`config.mk`:
```
export PLATFORM = sky130hd
export DESIGN_NAME = gamepad_to_serial_pad_bridge_flat
export DESIGN_NICKNAME = d
export VERILOG_FILES = /design/src/hw/rtl/gpsb_pkg.sv /design/src/hw/rtl/gpsb_in_if.sv /design/src/hw/rtl/gpsb_out_if.sv /design/src/hw/rtl/gpsb_fold.sv /design/src/hw/rtl/gpsb_state.sv /design/src/hw/rtl/gamepad_to_serial_pad_bridge.sv /design/src/flat_wrapper.sv
export SDC_FILE = /design/constraint.sdc
export NUM_CORES = 1
export LEC_CHECK = 0
export BUFFER_PORTS_ARGS = -buffer_cell sky130_fd_sc_hd__buf_2
export CORE_MARGIN = 2
export CORE_UTILIZATION = 45
export DETAILED_ROUTE_END_ITERATION = 7
export PLACE_DENSITY_LB_ADDON = 0.3
export SKIP_CTS_REPAIR_TIMING = 1
export SYNTH_ARGS = -nofsm -noshare
export SYNTH_HDL_FRONTEND = slang
export SYNTH_SLANG_ARGS = --single-unit
```
`constraint.sdc`:
```
create_clock -name clk_i -period 1.6 [get_ports clk_i]
set_input_delay 0.24 -clock clk_i [delete_from_list [all_inputs] [get_ports clk_i]]
set_output_delay 0.24 -clock clk_i [all_outputs]
set_load 0.02 [all_outputs]
```
`src/hw/rtl/gpsb_pkg.sv`:
```
// ----------------------------------------------------------------------------
// gpsb_pkg
// Types and constants shared by the pad bridge modules.
// ----------------------------------------------------------------------------
package gpsb_pkg;

  typedef enum logic [1:0] {
    MODE_SAMPLE  = 2'd0,
    MODE_STROBE  = 2'd1,
    MODE_CLOCK   = 2'd2,
    MODE_PUBLISH = 2'd3
  } mode_e;

  localparam int unsigned PadW  = 16;
  localparam int unsigned BtnW  = 8;
  localparam int unsigned PhW   = 2;

  localparam logic [BtnW-1:0] AccIdle   = 8'hff;
  localparam logic [PhW-1:0]  TurboOnAt = 2'd2;

  // nes-style bit positions of the serial byte
  localparam int unsigned BtnA      = 0;
  localparam int unsigned BtnB      = 1;
  localparam int unsigned BtnSelect = 2;
  localparam int unsigned BtnStart  = 3;
  localparam int unsigned BtnUp     = 4;
  localparam int unsigned BtnDown   = 5;
  localparam int unsigned BtnLeft   = 6;
  localparam int unsigned BtnRight  = 7;

  typedef struct packed {
    mode_e             mode;
    logic [PadW-1:0]   pad_word;
    logic [PhW-1:0]    scan_phase;
  } in_beat_t;

  typedef struct packed {
    logic              data_line;
    logic [BtnW-1:0]   latched_buttons;
  } out_beat_t;

endpackage

```
`src/hw/rtl/gpsb_in_if.sv`:
```
// ----------------------------------------------------------------------------
// gpsb_in_if
// Input channel: one beat carries an item kind and a pad scan read.
// ----------------------------------------------------------------------------
interface gpsb_in_if;
  import gpsb_pkg::*;

  logic              valid;
  logic              ready;
  mode_e             mode;
  logic [PadW-1:0]   pad_word;
  logic [PhW-1:0]    scan_phase;

  modport source (output valid, output mode, output pad_word, output scan_phase,
                  input ready);
  modport sink   (input valid, input mode, input pad_word, input scan_phase,
                  output ready);
endinterface

```
`src/hw/rtl/gpsb_out_if.sv`:
```
// ----------------------------------------------------------------------------
// gpsb_out_if
// Output channel: one beat carries the serial line level and latched byte.
// ----------------------------------------------------------------------------
interface gpsb_out_if;
  import gpsb_pkg::*;

  logic              valid;
  logic              ready;
  logic              data_line;
  logic [BtnW-1:0]   latched_buttons;

  modport source (output valid, output data_line, output latched_buttons,
                  input ready);
  modport sink   (input valid, input data_line, input latched_buttons,
                  output ready);
endinterface

```
`src/hw/rtl/gpsb_fold.sv`:
```
// ----------------------------------------------------------------------------
// gpsb_fold
// Maps one active-low pad read to the accumulator bits it clears.
// ----------------------------------------------------------------------------
module gpsb_fold (
  input  logic [gpsb_pkg::PadW-1:0] pad_word_i,
  input  logic [gpsb_pkg::PhW-1:0]  scan_phase_i,
  input  logic [gpsb_pkg::PhW-1:0]  turbo_phase_i,
  output logic [gpsb_pkg::BtnW-1:0] clr_o
);
  import gpsb_pkg::*;

  logic [PadW-1:0] pressed;
  logic            three_btn;
  logic            turbo_on;

  assign pressed   = ~pad_word_i;
  // phases 0-1, or any read with id bits set, carry the three-button layout
  assign three_btn = (pad_word_i[3:0] != 4'h0) || (scan_phase_i < TurboOnAt);
  assign turbo_on  = (turbo_phase_i >= TurboOnAt);

  always_comb begin
    clr_o = '0;
    if (three_btn) begin
      clr_o[BtnUp]    = pressed[0];
      clr_o[BtnDown]  = pressed[1];
      clr_o[BtnA]     = pressed[4] | pressed[13];
      clr_o[BtnB]     = pressed[4] | pressed[12];
      clr_o[BtnStart] = pressed[5];
      clr_o[BtnLeft]  = pressed[10];
      clr_o[BtnRight] = pressed[11];
    end else begin
      clr_o[BtnA]      = pressed[4] | (turbo_on & (pressed[8] | pressed[10]));
      clr_o[BtnB]      = pressed[4] | (turbo_on & (pressed[9] | pressed[10]));
      clr_o[BtnStart]  = pressed[5];
      clr_o[BtnSelect] = pressed[11];
    end
  end

endmodule

```
`src/hw/rtl/gpsb_state.sv`:
```
// ----------------------------------------------------------------------------
// gpsb_state
// Bridge state: accumulator, latched byte, shift mask, turbo phase, line.
// ----------------------------------------------------------------------------
module gpsb_state (
  input  logic                clk_i,
  input  logic                rst_ni,
  input  logic                step_i,
  input  gpsb_pkg::in_beat_t  beat_i,
  output gpsb_pkg::out_beat_t result_o
);
  import gpsb_pkg::*;

  logic [BtnW-1:0] latched_q, latched_d;
  logic [BtnW-1:0] acc_q, acc_d;
  logic [BtnW-1:0] mask_q, mask_d;
  logic [PhW-1:0]  turbo_q, turbo_d;
  logic            line_q, line_d;
  logic [BtnW-1:0] clr;

  gpsb_fold u_fold (
    .pad_word_i    (beat_i.pad_word),
    .scan_phase_i  (beat_i.scan_phase),
    .turbo_phase_i (turbo_q),
    .clr_o         (clr)
  );

  always_comb begin
    latched_d = latched_q;
    acc_d     = acc_q;
    mask_d    = mask_q;
    turbo_d   = turbo_q;
    line_d    = line_q;
    unique case (beat_i.mode)
      MODE_SAMPLE: begin
        acc_d = acc_q & ~clr;
      end
      MODE_STROBE: begin
        mask_d  = {{(BtnW-1){1'b0}}, 1'b1};
        line_d  = latched_q[0];
        turbo_d = turbo_q + 1'b1;
      end
      MODE_CLOCK: begin
        mask_d = mask_q << 1;
        line_d = |(latched_q & mask_d);
      end
      MODE_PUBLISH: begin
        latched_d = acc_q;
        acc_d     = AccIdle;
      end
      default: begin
        acc_d = acc_q;
      end
    endcase
  end

  always_ff @(posedge clk_i or negedge rst_ni) begin
    if (!rst_ni) begin
      latched_q <= '0;
      acc_q     <= AccIdle;
      mask_q    <= '0;
      turbo_q   <= '0;
      line_q    <= 1'b0;
    end else if (step_i) begin
      latched_q <= latched_d;
      acc_q     <= acc_d;
      mask_q    <= mask_d;
      turbo_q   <= turbo_d;
      line_q    <= line_d;
    end
  end

  assign result_o.data_line       = line_d;
  assign result_o.latched_buttons = latched_d;

endmodule

```
`src/hw/rtl/gamepad_to_serial_pad_bridge.sv`:
```
// ----------------------------------------------------------------------------
// gamepad_to_serial_pad_bridge
// Folds multiplexed pad reads into a button byte and serves it bit-serially.
// ----------------------------------------------------------------------------
//  channel  dir  beat contents
//  in_i     in   mode, pad_word, scan_phase
//  out_o    out  data_line, latched_buttons
//
// Each input beat yields exactly one output beat, through the input register and then the result register.
// One beat per cycle is sustained while out_o is ready: input register, state update, result register.
// The input register holds its beat while the result register is full and unread.
// Reset clears the state to latched 0x00, accumulator 0xff, mask 0, turbo 0.
// ----------------------------------------------------------------------------
module gamepad_to_serial_pad_bridge (
  input  logic       clk_i,
  input  logic       rst_ni,
  gpsb_in_if.sink    in_i,
  gpsb_out_if.source out_o
);
  import gpsb_pkg::*;

  logic      in_valid_q;
  in_beat_t  in_beat_q;
  logic      out_valid_q;
  out_beat_t out_beat_q;
  out_beat_t result;
  logic      out_free;
  logic      step;
  logic      accept;

  assign out_free = !out_valid_q || out_o.ready;
  assign step     = in_valid_q && out_free;
  assign in_i.ready = !in_valid_q || out_free;
  assign accept   = in_i.valid && in_i.ready;

  always_ff @(posedge clk_i or negedge rst_ni) begin
    if (!rst_ni) begin
      in_valid_q  <= 1'b0;
      out_valid_q <= 1'b0;
    end else begin
      in_valid_q  <= accept || (in_valid_q && !out_free);
      out_valid_q <= step || (out_valid_q && !out_o.ready);
    end
  end

  always_ff @(posedge clk_i) begin
    if (accept) begin
      in_beat_q.mode       <= in_i.mode;
      in_beat_q.pad_word   <= in_i.pad_word;
      in_beat_q.scan_phase <= in_i.scan_phase;
    end
    if (step) begin
      out_beat_q <= result;
    end
  end

  gpsb_state u_state (
    .clk_i    (clk_i),
    .rst_ni   (rst_ni),
    .step_i   (step),
    .beat_i   (in_beat_q),
    .result_o (result)
  );

  assign out_o.valid           = out_valid_q;
  assign out_o.data_line       = out_beat_q.data_line;
  assign out_o.latched_buttons = out_beat_q.latched_buttons;

endmodule

```
`src/flat_wrapper.sv`:
```
// flat-port wrapper written by rule: the top's interface ports become plain ports
module gamepad_to_serial_pad_bridge_flat import gpsb_pkg::*;
  (clk_i, rst_ni, in_i_valid, in_i_mode, in_i_pad_word, in_i_scan_phase, in_i_ready, out_o_valid, out_o_data_line, out_o_latched_buttons, out_o_ready);
  gpsb_in_if in_i_i ();
  gpsb_out_if out_o_i ();
  input  logic clk_i;
  input  logic rst_ni;
  input wire logic [$bits(in_i_i.valid)-1:0] in_i_valid;
  input wire logic [$bits(in_i_i.mode)-1:0] in_i_mode;
  input wire logic [$bits(in_i_i.pad_word)-1:0] in_i_pad_word;
  input wire logic [$bits(in_i_i.scan_phase)-1:0] in_i_scan_phase;
  output wire logic [$bits(in_i_i.ready)-1:0] in_i_ready;
  output wire logic [$bits(out_o_i.valid)-1:0] out_o_valid;
  output wire logic [$bits(out_o_i.data_line)-1:0] out_o_data_line;
  output wire logic [$bits(out_o_i.latched_buttons)-1:0] out_o_latched_buttons;
  input wire logic [$bits(out_o_i.ready)-1:0] out_o_ready;
  assign in_i_i.valid = in_i_valid;
  assign in_i_i.mode = in_i_mode;
  assign in_i_i.pad_word = in_i_pad_word;
  assign in_i_i.scan_phase = in_i_scan_phase;
  assign in_i_ready = in_i_i.ready;
  assign out_o_valid = out_o_i.valid;
  assign out_o_data_line = out_o_i.data_line;
  assign out_o_latched_buttons = out_o_i.latched_buttons;
  assign out_o_i.ready = out_o_ready;
  gamepad_to_serial_pad_bridge u_core (.clk_i(clk_i), .rst_ni(rst_ni), .in_i(in_i_i), .out_o(out_o_i));
endmodule
```
### Word-level counts from Yosys, hierarchy flattened

Index checks and enable logic that the tools add are counted.

* $add $sub $neg: 1
* order comparisons: 2
* equal/unequal tests: 3
* multiplexer cells: 7
* bitwise gates (word level): 12
* reduce and logical (&&, ||, !) cells: 21

Operators with widths (number)
* 8-bit bitwise AND: 2
* 8-bit case mux with 2 select lines: 1
* 14-bit inverter: 1
* 7-bit case mux with 2 select lines: 1
* 8-bit two-way mux: 1
* 8-bit inverter: 1
* 8-bit OR reduction: 1
* 1-bit bitwise OR: 6
* 2-bit AND reduction: 3
* 1-bit logical OR: 5
* 2-bit == test (second input constant): 2
* 1-bit logical AND: 4
* 1-bit logical NOT: 4
* 4-bit two-way mux: 1
* 2-bit nonzero test: 2
* 4-bit nonzero test: 1
* 2-bit by 1-bit adder with 2-bit output (second input constant): 1
* 1-bit bitwise AND: 2
* 2-bit by 1-bit == test with 1-bit output (second input constant): 1
* 2-bit greater-or-equal comparator (second input constant): 1
* 2-bit logical NOT: 1
* 2-bit less-than comparator (second input constant): 1
* 2-bit two-way mux: 1
* 1-bit case mux with 2 select lines: 1
* 1-bit two-way mux: 1

* register bits after elaboration: 55
* bits of input ports: 24
* output and inout port bits: 11
* word-level logic and storage cells: 58

### Longest topological paths before layout

* word-level depth: 8
* mapped depth: 7
* depth with buffers taken out: 6

### Cells and area by module

Synthesis repeated with hierarchy kept, for this count alone.

* cells, all modules: 169
* area, all modules: 2381.0 µm²

By module, submodules not included
* gpsb_state: instances 1, cells an instance 115, area each 1291.2 µm², seq. area each 660.6 µm²
* gamepad_to_serial_pad_bridge: instances 1, cells an instance 37, area each 974.7 µm², seq. area each 920.9 µm²
* gpsb_fold: instances 1, cells an instance 17, area each 115.1 µm², seq. area each 0.0 µm²

### Worst setup path before layout

Ideal clock, no wire load.

* path type: reg-to-reg
* start point: register u_core.out_valid_q, in the netlist u_core.out_o.valid
* end point: register u_core.in_beat_q[10] (netlist bit), enable pin
* library setup time: 372 ps
* arrival: 1219 ps
* required time: 1228 ps
* setup slack: 9 ps
* cell stages (with the launch flop): 3
* buffers on the path: 0
* period minus slack after synthesis: 1591 ps
* cells stage by stage: dfrtp_1 > nand3b_1 > and2_1

* word-level cells in the longest chain between the ends: 4

RTL lines
* start: declaration: RTL line gamepad_to_serial_pad_bridge.sv:24 `logic out_valid_q;`
* start signal: assignment: RTL line gamepad_to_serial_pad_bridge.sv:42 `out_valid_q <= step || (out_valid_q && !out_o.ready);`
* 1-bit logical NOT: RTL line gamepad_to_serial_pad_bridge.sv:31 `assign out_free = !out_valid_q || out_o.ready;`
* 1-bit logical OR: RTL line gamepad_to_serial_pad_bridge.sv:31
* 1-bit logical OR: RTL line gamepad_to_serial_pad_bridge.sv:33 `assign in_i.ready = !in_valid_q || out_free;`
* named net in_i_ready: RTL line flat_wrapper.sv:12 `output wire logic [$bits(in_i_i.ready)-1:0] in_i_ready;`
* 1-bit logical AND: RTL line gamepad_to_serial_pad_bridge.sv:34 `assign accept = in_i.valid && in_i.ready;`
* named net u_core.accept: RTL line gamepad_to_serial_pad_bridge.sv:29 `logic accept;`
* end: declaration: RTL line gamepad_to_serial_pad_bridge.sv:23 `in_beat_t in_beat_q;`

The timed path passes the listed nets, and every way through them passes these cells.
A chain may end at the register's enable or synchronous reset.

==> impl_metrics.yaml <==
run_status:
  status: "finished, violations left"
  failed_checks: "negative hold slack"
synthesis:
  ys_seq_area_frac: 0.677
  synthArstFlopShare: 0.538
  synth_area_per_cell_um2: 13.8
  synth_cells: 153
  synth_top_area_cell: "edfxtp_1"
  syn_nets: 181
  synth_common_cells: "28 x nand2_1, 24 x edfxtp_1, 20 x dfrtp_1"
  syn_area_um2: 2110
  yosysUniqueCellTypes: 30
  synth.ff_latch_count: 52
  netlist.area_leader.share: 0.341
  synth_edf_count: 24
  synth_area_leaders: "edfxtp_1 34%, dfrtp_1 24%, dfstp_2 9.9%, nand2_1 5.0%, mux2_2 4.8%"
  yosysWarnings: 0
  ys.flop_type: "edfxtp_1"
  yosys.cell_count.top_type: "nand2_1"
drt:
  routedWlPerCell_um: 13.6
  drt-total-wl_mm: 3.30
  ant_nets: 0
  vias_per_cell: 5.11
  dr_total_vias: 1241
  drt_iter0_markers: 65
  drc: 0
  dr.pass1.iters: 4
cts:
  cts_inserted_buffers: 5
  clkTransAtPathRegs_ps: 90
  cts_tree: "yes"
  clock_sinks: 52
  clockBufferDepth: 2
  cts-root-buf: "clkbuf_8"
  htreeDepth: 2
  insertion_delay_ps: 290
power:
  sequentialPowerShare: 0.584
  total_power_mw: 3.31
  clockPowerShare: 0.222
  peakVddDrop_mv: 0.600
  p_leak_nw: 1.03
  p_int_mw: 2.42
  switching_share: 0.269
  p_sw_mw: 0.890
  p_per_area_nw_per_um2: 1350
  combPwrFrac: 0.194
placed_design:
  dpl_worst_slack_ps: 83.3
  dp.cells: 235
  io_buffer_count: 29
  routabilityCongestion: 0.779
  dp_hpwl_mm: 2.53
worst_setup_path:
  start_kind: "register"
  crit_slowest_cell: "edfxtp_1"
  crit_type: "reg2reg"
  reg2reg_slack_ps: 90
  cpLargestDelayFamily: "multiplexers"
  critPathMaxFanout: 9
  crit_arrival_ps: 1690
  critPathCaptureType: "register"
  worst-path-stages: 4
  rr_worst_depth: 4
  worst-path-buf-inv: 1
  cpPeakStageDelay_ps: 420
  crit_required_ps: 1770
  path_cells: "ha_1 -> buf_12 -> mux2_2 -> mux2_1"
sta:
  period_minus_slack_ps: 1510
  setup_viol: 0
  period_share: 0.946
  slew_headroom: 0.593
  tightest_slew_ps: 611
  worst_clock_skew_ps: 5.90
  hold_viol: 20
  drv_slew: 0
  fmax_mhz: 661
  worst_slack_ps: 87.0
  holdWs_ps: -48.8
  tns_ps: 0
grt:
  grt_pass1_wl_mm: 5.64
  grt_usage: 0.140
  overflow: 0
  grt_pass1_vias: 1260
  grt_max_degree: 29
  antenna_found_initial: 0
floorplanning:
  die_x_um: 72.6
  die_area_um2: 5260
  row_count: 24
  fp.coreArea_um2: 4440
  die_h_um: 72.6
  start_util: 0.476
  num_io_pins: 35
layout:
  fin_cells: 243
  drive_gt1_frac: 0.330
  syn_to_final_growth_pct: 15.5
  final_nets: 218
  n_antenna_cell: 0
worst_hold_path:
  hold_path_class: "in2async"
run:
  maxCapViolCount: 0
layer usage:
metal | vias to the layer above | track usage | routed length (um)
met5 | - | 0 | 0
met4 | 0 | 0.0432 | 33
met3 | 5 | 0.0292 | 149
met2 | 27 | 0.237 | 1670
met1 | 586 | 0.180 | 1450
li1 | 623 | - | -
power by group through the flow:
stage	Combinational [mW]	Sequential (mW)	Clock, mW
floorplan	0.409	1.97	0
global placement	0.620	1.94	0
detailed placement	0.650	1.96	0
CTS	0.653	1.93	0.756
global route	0.726	1.97	0.802
finish	0.640	1.93	0.735
through the flow:
stage               cell area [um2]   util  hold slack, ps
floorplan                      2110      -           -55.6
global placement               2350  0.528             277
detailed placement             2350  0.528             301
CTS                            2440  0.548           -18.9
global route                   2440  0.550            19.3
finish                         2440  0.550           -48.8
layout by cell type (no fill, tap or decap), types with 3 or more instances in the layout:
| cell | instances |
|---|---|
| o21ai_0 | 10 |
| buf_4 | 5 |
| o31ai_1 | 5 |
| dfstp_2 | 8 |
| nand2_1 | 27 |
| clkbuf_8 | 6 |
| and2_1 | 3 |
| inv_1 | 5 |
| edfxtp_1 | 24 |
| mux2_2 | 9 |
| ha_1 | 4 |
| mux2_1 | 7 |
| buf_2 | 29 |
| dfrtp_1 | 20 |
worst paths after layout:
kind / start / to
setup / recovery: u_core.in_beat_q[18]$_DFFE_PP_ / u_core.u_state.latched_q[6]$_DFFE_PN0P_
hold / removal: rst_ni / u_core.u_state.mask_q[2]$_DFFE_PN0P_
setup reg to reg: u_core.in_beat_q[18]$_DFFE_PP_ / u_core.u_state.latched_q[6]$_DFFE_PN0P_
hold reg to reg: u_core.u_state.turbo_q[0]$_DFFE_PN0P_ / u_core.u_state.turbo_q[0]$_DFFE_PN0P_
max in group asynchronous: rst_ni / u_core.u_state.turbo_q[0]$_DFFE_PN0P_
min in group clk_i: in_i_pad_word[8] / u_core.in_beat_q[10]$_DFFE_PP_
sequential cells by signal, summed over array words and instances, names as in the netlist, 2 cells and up:
name and cells:
u_core.u_state.mask_q 7, u_core.u_state.latched_q 8, u_core.u_state.turbo_q 2, u_core.out_o.latched_buttons 8, u_core.u_state.acc_q 8, u_core.in_beat_q 15
worst reg2reg max path, stage by stage (launching register included):
cell	delay, ps
edfxtp_1	420
ha_1	250
buf_12	150
mux2_2	280
mux2_1	300
kinds of logic (layout without fill, tap and decap cells):
logic type / count (synthesis) / in the layout / share of synthesized area
flip-flops: 52 / 52 / 0.677
adder cells (fa/ha/maj): 4 / 4 / 0.0237
XOR/XNOR: 1 / 1 / 0.00414
AO/OA/AOI/OAI: 26 / 26 / 0.0811
AND/OR/NAND/NOR: 42 / 42 / 0.0935
multiplexers: 18 / 18 / 0.0947
buffers and inverters: 10 / 48 / 0.0260
cell type report:
class / instances / area (um2)
sequential: 52 / 1430
inverter: 5 / 18.8
multi-input combinational: 91 / 634
tap: 52 / 65.1
fill: 378 / 2000
clock buffer: 8 / 90.1
timing repair buffer: 35 / 203
No activity file was read; power rests on OpenSTA's default activity.
